**src/rtl/hsv_pkg.sv**
```systemverilog
`timescale 1ns / 1ps

package hsv_pkg;

  // Default channel width
  localparam int CHANNEL_BITS_DEF = 8;

  // Hue output width and the black-pixel code (-1)
  localparam int HUE_BITS = 10;
  localparam logic [HUE_BITS-1:0] HUE_BLACK = '1;

  // Hue quotient is below 360, so it needs at least nine bits
  localparam int MIN_QUO_BITS = 9;

  // Hexcone sector of the maximal channel
  typedef enum logic [1:0] {
    SEC_RED,
    SEC_GREEN,
    SEC_BLUE
  } sector_t;

endpackage

```
**src/rtl/rgb_to_hsv_converter_top.sv**
```systemverilog
`timescale 1ns / 1ps
// From start to done a pixel passes stages 1 to 4, the two dividers and the output register.
// Throughput: one pixel per cycle; busy stays low and a pixel may enter every cycle.
// The two dividers are pipelined and resolve one quotient bit per stage.
// Reset (rst, synchronous) clears the valid bits of all stages; data registers keep junk.
// The receiver cannot stall: each result shows on done for exactly one cycle.

module rgb_to_hsv_converter_top #(
  parameter int CHANNEL_BITS = hsv_pkg::CHANNEL_BITS_DEF
) (
  input  logic                                  clk,
  input  logic                                  rst,
  input  logic                                  start,
  output logic                                  busy,
  input  logic [CHANNEL_BITS-1:0]               red,
  input  logic [CHANNEL_BITS-1:0]               green,
  input  logic [CHANNEL_BITS-1:0]               blue,
  output logic                                  done,
  output logic signed [hsv_pkg::HUE_BITS-1:0]   hue,
  output logic [CHANNEL_BITS-1:0]               saturation,
  output logic [CHANNEL_BITS-1:0]               brightness
);

  localparam int N   = CHANNEL_BITS;
  localparam int Q   = (N > hsv_pkg::MIN_QUO_BITS) ? N : hsv_pkg::MIN_QUO_BITS;
  localparam int DW  = N + Q;
  localparam int TW  = N + 4;
  localparam int LAT = 5 + Q;

  logic accept;

  // The pipeline never stalls
  assign busy   = 1'b0;
  assign accept = start && !busy;

  // ---------------------------------------------------------------- stage 1
  logic                     max_sel_r;
  logic                     max_sel_g;
  hsv_pkg::sector_t         sec_c;
  logic [N-1:0]             mx_c;
  logic [N-1:0]             mn_c;
  logic signed [N:0]        diff_c;

  // Pick the maximal channel, red first, then green, then blue
  always_comb begin
    max_sel_r = (red >= green) && (red >= blue);
    max_sel_g = green >= blue;
    priority if (max_sel_r) begin
      sec_c  = hsv_pkg::SEC_RED;
      mx_c   = red;
      diff_c = $signed({1'b0, green}) - $signed({1'b0, blue});
    end else if (max_sel_g) begin
      sec_c  = hsv_pkg::SEC_GREEN;
      mx_c   = green;
      diff_c = $signed({1'b0, blue}) - $signed({1'b0, red});
    end else begin
      sec_c  = hsv_pkg::SEC_BLUE;
      mx_c   = blue;
      diff_c = $signed({1'b0, red}) - $signed({1'b0, green});
    end
  end

  // Find the minimal channel
  always_comb begin
    mn_c = (red <= green) ? red : green;
    if (blue < mn_c) begin
      mn_c = blue;
    end
  end

  logic                     s1_valid;
  hsv_pkg::sector_t         s1_sec;
  logic [N-1:0]             s1_mx;
  logic [N-1:0]             s1_mn;
  logic signed [N:0]        s1_diff;

  always_ff @(posedge clk) begin
    if (rst) begin
      s1_valid <= 1'b0;
    end else begin
      s1_valid <= accept;
    end
  end

  always_ff @(posedge clk) begin
    s1_sec  <= sec_c;
    s1_mx   <= mx_c;
    s1_mn   <= mn_c;
    s1_diff <= diff_c;
  end

  // ---------------------------------------------------------------- stage 2
  logic                     s2_valid;
  hsv_pkg::sector_t         s2_sec;
  logic [N-1:0]             s2_mx;
  logic [N-1:0]             s2_delta;
  logic signed [N:0]        s2_diff;

  always_ff @(posedge clk) begin
    if (rst) begin
      s2_valid <= 1'b0;
    end else begin
      s2_valid <= s1_valid;
    end
  end

  // Form delta = max - min
  always_ff @(posedge clk) begin
    s2_sec   <= s1_sec;
    s2_mx    <= s1_mx;
    s2_delta <= s1_mx - s1_mn;
    s2_diff  <= s1_diff;
  end

  // ---------------------------------------------------------------- stage 3
  logic signed [TW-1:0]     dx;
  logic signed [TW-1:0]     diffx;
  logic signed [TW-1:0]     six_d;
  logic signed [TW-1:0]     t_c;

  // Hue numerator over 60: offset * delta + diff, wrapped by 6 * delta when negative
  always_comb begin
    dx    = $signed({4'b0000, s2_delta});
    diffx = $signed({{3{s2_diff[N]}}, s2_diff});
    six_d = (dx <<< 2) + (dx <<< 1);
    unique case (s2_sec)
      hsv_pkg::SEC_RED: begin
        t_c = s2_diff[N] ? diffx + six_d : diffx;
      end
      hsv_pkg::SEC_GREEN: begin
        t_c = diffx + (dx <<< 1);
      end
      hsv_pkg::SEC_BLUE: begin
        t_c = diffx + (dx <<< 2);
      end
      default: begin
        t_c = diffx;
      end
    endcase
  end

  logic                     s3_valid;
  logic [N-1:0]             s3_mx;
  logic [N-1:0]             s3_delta;
  logic [N+2:0]             s3_t;
  logic                     s3_black;
  logic                     s3_grey;

  always_ff @(posedge clk) begin
    if (rst) begin
      s3_valid <= 1'b0;
    end else begin
      s3_valid <= s2_valid;
    end
  end

  always_ff @(posedge clk) begin
    s3_mx    <= s2_mx;
    s3_delta <= s2_delta;
    s3_t     <= t_c[N+2:0];
    s3_black <= (s2_mx == '0);
    s3_grey  <= (s2_delta == '0);
  end

  // ---------------------------------------------------------------- stage 4
  logic [N+8:0]             hue_num_c;
  logic [2*N-1:0]           sat_num_c;

  // Scale by 60 and by full scale with shift-and-subtract
  assign hue_num_c = {s3_t, 6'b000000} - {4'b0000, s3_t, 2'b00};
  assign sat_num_c = {s3_delta, {N{1'b0}}} - {{N{1'b0}}, s3_delta};

  logic                     s4_valid;
  logic [N-1:0]             s4_mx;
  logic [N-1:0]             s4_delta;
  logic [DW-1:0]            s4_hue_num;
  logic [DW-1:0]            s4_sat_num;
  logic                     s4_black;
  logic                     s4_grey;

  always_ff @(posedge clk) begin
    if (rst) begin
      s4_valid <= 1'b0;
    end else begin
      s4_valid <= s3_valid;
    end
  end

  always_ff @(posedge clk) begin
    s4_mx      <= s3_mx;
    s4_delta   <= s3_delta;
    s4_hue_num <= DW'(hue_num_c);
    s4_sat_num <= DW'(sat_num_c);
    s4_black   <= s3_black;
    s4_grey    <= s3_grey;
  end

  // ---------------------------------------------------------------- dividers
  logic [Q-1:0]             hue_q;
  logic [Q-1:0]             sat_q;

  hsv_div #(
    .DVS_BITS (N),
    .QUO_BITS (Q)
  ) u_hue_div (
    .clk      (clk),
    .dividend (s4_hue_num),
    .divisor  (s4_delta),
    .quotient (hue_q)
  );

  hsv_div #(
    .DVS_BITS (N),
    .QUO_BITS (Q)
  ) u_sat_div (
    .clk      (clk),
    .dividend (s4_sat_num),
    .divisor  (s4_mx),
    .quotient (sat_q)
  );

  // Carry valid and side data alongside the divider stages
  logic                     dv_valid [Q];
  logic [N-1:0]             dv_mx    [Q];
  logic                     dv_black [Q];
  logic                     dv_grey  [Q];

  always_ff @(posedge clk) begin
    if (rst) begin
      for (int i = 0; i < Q; i++) begin
        dv_valid[i] <= 1'b0;
      end
    end else begin
      dv_valid[0] <= s4_valid;
      for (int i = 1; i < Q; i++) begin
        dv_valid[i] <= dv_valid[i-1];
      end
    end
  end

  always_ff @(posedge clk) begin
    dv_mx[0]    <= s4_mx;
    dv_black[0] <= s4_black;
    dv_grey[0]  <= s4_grey;
    for (int i = 1; i < Q; i++) begin
      dv_mx[i]    <= dv_mx[i-1];
      dv_black[i] <= dv_black[i-1];
      dv_grey[i]  <= dv_grey[i-1];
    end
  end

  // ---------------------------------------------------------------- output
  always_ff @(posedge clk) begin
    if (rst) begin
      done <= 1'b0;
    end else begin
      done <= dv_valid[Q-1];
    end
  end

  // Override hue and saturation for black and grey pixels
  always_ff @(posedge clk) begin
    brightness <= dv_mx[Q-1];
    if (dv_black[Q-1]) begin
      hue        <= hsv_pkg::HUE_BLACK;
      saturation <= '0;
    end else begin
      hue        <= dv_grey[Q-1] ? '0 :
                    hsv_pkg::HUE_BITS'(hue_q[hsv_pkg::MIN_QUO_BITS-1:0]);
      saturation <= sat_q[N-1:0];
    end
  end

  // ---------------------------------------------------------------- checks
  a_done_follows_start: assert property (@(posedge clk) disable iff (rst)
    done |-> $past(accept, LAT))
    else $error("result without a pixel accepted %0d cycles earlier", LAT);

  a_black_codes: assert property (@(posedge clk) disable iff (rst)
    (done && brightness == '0) |-> (hue == hsv_pkg::HUE_BLACK && saturation == '0))
    else $error("black pixel without black hue and zero saturation");

  a_hue_range: assert property (@(posedge clk) disable iff (rst)
    (done && hue != hsv_pkg::HUE_BLACK) |-> ($unsigned(hue) < 10'd360))
    else $error("hue out of range");

  a_grey_hue: assert property (@(posedge clk) disable iff (rst)
    (done && saturation == '0 && brightness != '0) |-> (hue == '0))
    else $error("grey pixel with nonzero hue");

endmodule

```
**src/rtl/hsv_div.sv**
```systemverilog
`timescale 1ns / 1ps

// Pipelined restoring divider, one quotient bit per register stage.
// Requires dividend < divisor * 2^QUO_BITS; the remainder then fits DVS_BITS.
module hsv_div #(
  parameter int DVS_BITS = hsv_pkg::CHANNEL_BITS_DEF,
  parameter int QUO_BITS = hsv_pkg::MIN_QUO_BITS
) (
  input  logic                         clk,
  input  logic [DVS_BITS+QUO_BITS-1:0] dividend,
  input  logic [DVS_BITS-1:0]          divisor,
  output logic [QUO_BITS-1:0]          quotient
);

  localparam int DW = DVS_BITS + QUO_BITS;

  // Per-stage partial remainder, shifting dividend/quotient word, divisor copy
  logic [DVS_BITS-1:0] rem  [QUO_BITS];
  logic [QUO_BITS-1:0] word [QUO_BITS];
  logic [DVS_BITS-1:0] dvs  [QUO_BITS];

  genvar k;
  generate
    for (k = 0; k < QUO_BITS; k++) begin : g_step
      logic [DVS_BITS-1:0] rem_in;
      logic [QUO_BITS-1:0] word_in;
      logic [DVS_BITS-1:0] dvs_in;
      logic [DVS_BITS:0]   trial;
      logic [DVS_BITS:0]   trial_sub;
      logic                take;

      // Select the stage input: the operands at the head, else the previous stage
      if (k == 0) begin : g_head
        assign rem_in  = dividend[DW-1 -: DVS_BITS];
        assign word_in = dividend[QUO_BITS-1:0];
        assign dvs_in  = divisor;
      end else begin : g_body
        assign rem_in  = rem[k-1];
        assign word_in = word[k-1];
        assign dvs_in  = dvs[k-1];
      end

      // Bring down one dividend bit and try the subtraction
      assign trial     = {rem_in, word_in[QUO_BITS-1]};
      assign take      = trial >= {1'b0, dvs_in};
      assign trial_sub = trial - {1'b0, dvs_in};

      // Advance remainder and shift the quotient bit in
      always_ff @(posedge clk) begin
        rem[k]  <= take ? trial_sub[DVS_BITS-1:0] : trial[DVS_BITS-1:0];
        word[k] <= {word_in[QUO_BITS-2:0], take};
        dvs[k]  <= dvs_in;
      end
    end
  endgenerate

  assign quotient = word[QUO_BITS-1];

endmodule
```
**config.mk**
```make
export PLATFORM = sky130hd
export DESIGN_NAME = rgb_to_hsv_converter_top
export DESIGN_NICKNAME = d
export VERILOG_FILES = /design/src/rtl/hsv_pkg.sv /design/src/rtl/rgb_to_hsv_converter_top.sv /design/src/rtl/hsv_div.sv
export SDC_FILE = /design/constraint.sdc
export NUM_CORES = 1
export LEC_CHECK = 0
export BUFFER_PORTS_ARGS = -buffer_cell sky130_fd_sc_hd__buf_4
export CAP_MARGIN = 10
export CORE_MARGIN = 5
export CORE_UTILIZATION = 50
export CTS_BUF_LIST = sky130_fd_sc_hd__clkbuf_8
export CTS_CLUSTER_SIZE = 20
export DETAILED_ROUTE_END_ITERATION = 16
export PLACE_DENSITY = 0.75
export SLEW_MARGIN = 20
export SYNTH_ARGS = -nofsm -noshare
export SYNTH_HDL_FRONTEND = slang
export SYNTH_SLANG_ARGS = --single-unit
```
**constraint.sdc**
```tcl
create_clock -name clk -period 3.33 [get_ports clk]
set_input_delay 0.333 -clock clk [delete_from_list [all_inputs] [get_ports clk]]
set_output_delay 0.333 -clock clk [all_outputs]
set_load 0.03 [all_outputs]
```
==> results.toml <==
[outcome]
status = "completed"

[clock_network]
path_clk_slew_ns = 0.06
clockBufferDepth = 3
cts_tree = "yes"
cts_sinks = 583
clk-insertion-delay-late_ns = 0.65
numCtsBuffers = 87
postCtsSetupRepairBufs = 0
cts.htree.levels = 3
cts_root_buf = "clkbuf_8"

[logic_synthesis]
synth_compound_area_share_pct = 11.60
syn_avg_cell_area_um2 = 10.70
synth_cell_types = 76
async_reset_ff_share_pct = 0
synth.top_cell.area_share_pct = 49.90
ys_seq_area_share_pct = 49.90
synth_ff_type = "dfxtp_1"
synthSimpleGateAreaFrac_pct = 8.357
synthTopCellsByArea = "dfxtp_1 (50%), ha_1 (12%), inv_1 (4.2%), mux2_2 (4.1%), xnor2_1 (3.3%)"
yosysWarnings = 0
syn-cell-area_um2 = 23390
synth-seq-cells = 583
netlist_instances = 2186
synth.area.mux_share_pct = 6.917
synth_xor_xnor_area_share_pct = 3.932
synth_edf_count = 0
syn_nets = 2463
synth_fa_ha_area_share_pct = 14.37
yosys.area.top_type = "dfxtp_1"
synth_top_family_by_area = "adder cells"

[finish]
drive_above_1_share_pct = 14.06
area_delta_synth_final_pct = 13.31
layout_commonest_cell = "dfxtp_1"
nFillCells = 3871
nets = 2625
final_cell_mix = "dfxtp_1 (583), inv_1 (287), ha_1 (218)"

[worst_setup_path]
worstSetupPathType = "reg -> reg"
end_kind = "register"
cp_data_arrival_time_ns = 3.66
start_kind = "register"
crit_fanout = 8
worstPathRequired_ns = 3.83

[grt]
grt_pass1_vias = 15655
grt_remaining_overflow = 0
grt_max_degree = 21
antenna_found_initial = 0
grt_usage_pct = 16.32
grt_pass1_wl_um = 70220

[routing]
vias_per_cell = 5.022
drc = 0
drtAntennaViolNets = 0
wl_per_cell_um = 13.91
drtIter0Drc = 604
finalWirelength_um = 41880
num_vias = 15127
firstDrtPassIters = 5

[floorplan]
die_area_um2 = 51200
core_area_um2 = 46460
fp.dieH_um = 226.3
die_x_um = 226.3
initial_core_util_pct = 50.34
num_rows = 79
pin_count = 55

[timing]
hold_viol = 0
finClkSkew_ns = 0.03303
min_period_over_period_pct = 94.67
relSlewSlack_pct = 50.80
timing.final.max_slew_violations = 0
rsz0062_at_grt = "no"
setup_viol_count_final = 0
final.min_clock_period_ns = 3.153
fmax_mhz = 317.2
worstMarginPinSlew_ns = 0.7370
finalSetupTns_ns = 0

[min_path]
hp-class = "in -> reg"

[place]
dp_hpwl_um = 31720
port_buffers = 53
place_congestion = 0.8969

[job]
drv_cap = 0
## what timing repair did
action / CTS / global route
hold endpoints to repair: 28 / 0
gates resized for setup: 0 / 3
endpoints found under the setup margin: 0 / 7
hold buffers: 15 / 0
## final cells by class
type | instances | area [um^2] | area share [%]
Antenna cell | 1 | 2.502 | 0.009443
Timing Repair Buffer | 101 | 820.8 | 3.097
Clock inverter | 36 | 176.4 | 0.6657
Sequential cell | 583 | 11670 | 44.04
Clock buffer | 109 | 1500 | 5.661
Multi-Input combinational cell | 1310 | 10580 | 39.91
Tap cell | 607 | 759.5 | 2.866
Inverter | 265 | 994.7 | 3.754
## path summary, 6_finish.rpt
kind / startpoint / to / slack (ns) / depth (start not counted)
min reg2reg: u_sat_div.word[0][6] / u_sat_div.word[1][7] / 0.31 / 0
max: s2_delta[1] / s3_t[10] / 0.18 / 10
max reg2reg: s2_delta[1] / s3_t[10] / 0.18 / 10
min: red[2] / s1_mx[2] / 0.06 / 4
## critical path, cell delays in order (launching register included)
cell and delay, ns:
dfxtp_1 0.57, fa_1 0.50, ha_1 0.23, fa_1 0.43
a211oi_1 0.40, o21ai_0 0.15, a31oi_1 0.22, xnor2_1 0.09
a22oi_1 0.19, o32a_1 0.16, o21ai_0 0.08
## registers in the layout (all words and copies together), names as in the netlist, 9 cells and up
| name | flops |
|---|---|
| s4_sat_num | 15 |
| hue | 10 |
| u_hue_div.word | 66 |
| s4_hue_num | 15 |
| u_sat_div.rem | 64 |
| u_hue_div.rem | 64 |
| u_hue_div.dvs | 64 |
| s2_diff | 9 |
| dv_valid | 9 |
| dv_mx | 65 |
| dv_grey | 9 |
| dv_black | 9 |
| u_sat_div.word | 64 |
| s1_diff | 9 |
| s3_t | 11 |
## cells by family after synthesis
kind of cell,after synthesis
compound gates,410
buf+inv,293
fa+ha+maj,250
simple gates,398
mux,146
xor+xnor,105
other cells,1
flops,583
## per-layer routing
layer,share of wire [%],vias to the layer above,global-route usage [%]
li1,-,7694,-
met1,42,7039,18.33
met2,51,291,30.33
met3,4.0,103,2.978
met4,3.0,0,6.773
met5,0,-,0
## synth_stat cells (all sizes together) (2+ instances only)
master  number
dfxtp      583
inv        263
ha         219
nor2       158
o21ai      104
a21oi       95
xnor2       87
mux2        85
mux2i       57
nand2       54
nor2b       54
nand2b      41
o21a        38
nand4       36
a21boi      35
fa          31
a21o        30
buf         21
xor2        18
o31a        17
nor3        14
or2         14
a211oi      13
o22ai       13
o21ba       12
a31oi        9
nand3        9
clkbuf       7
o21bai       7
o31ai        6
and2         5
a22oi        4
and3         4
mux4         4
or4          4
a211o        3
a221oi       2
clkinv       2
o211a        2
o211ai       2
o32a         2
o41ai        2
## stage by stage
step | worst slack (ns) | hold WS, ns | area [um^2] | cells | util (%)
after floorplan | 0.2536 | 0.3096 | 23390 | 2186 | -
after global placement | 0.08501 | 0.3098 | 24670 | 2851 | 53.09
after detailed placement | 0.02437 | 0.3121 | 24670 | 2851 | 53.09
after CTS | 0.1987 | 0.002589 | 26490 | 3011 | 57.03
after global routing | 0.01149 | 0.04820 | 26500 | 3011 | 57.04
final | 0.1774 | 0.06259 | 26500 | 3012 | 57.04
Power is not shown: default switching activity piles up to over one toggle a cycle in this logic, so the estimate is an artifact.
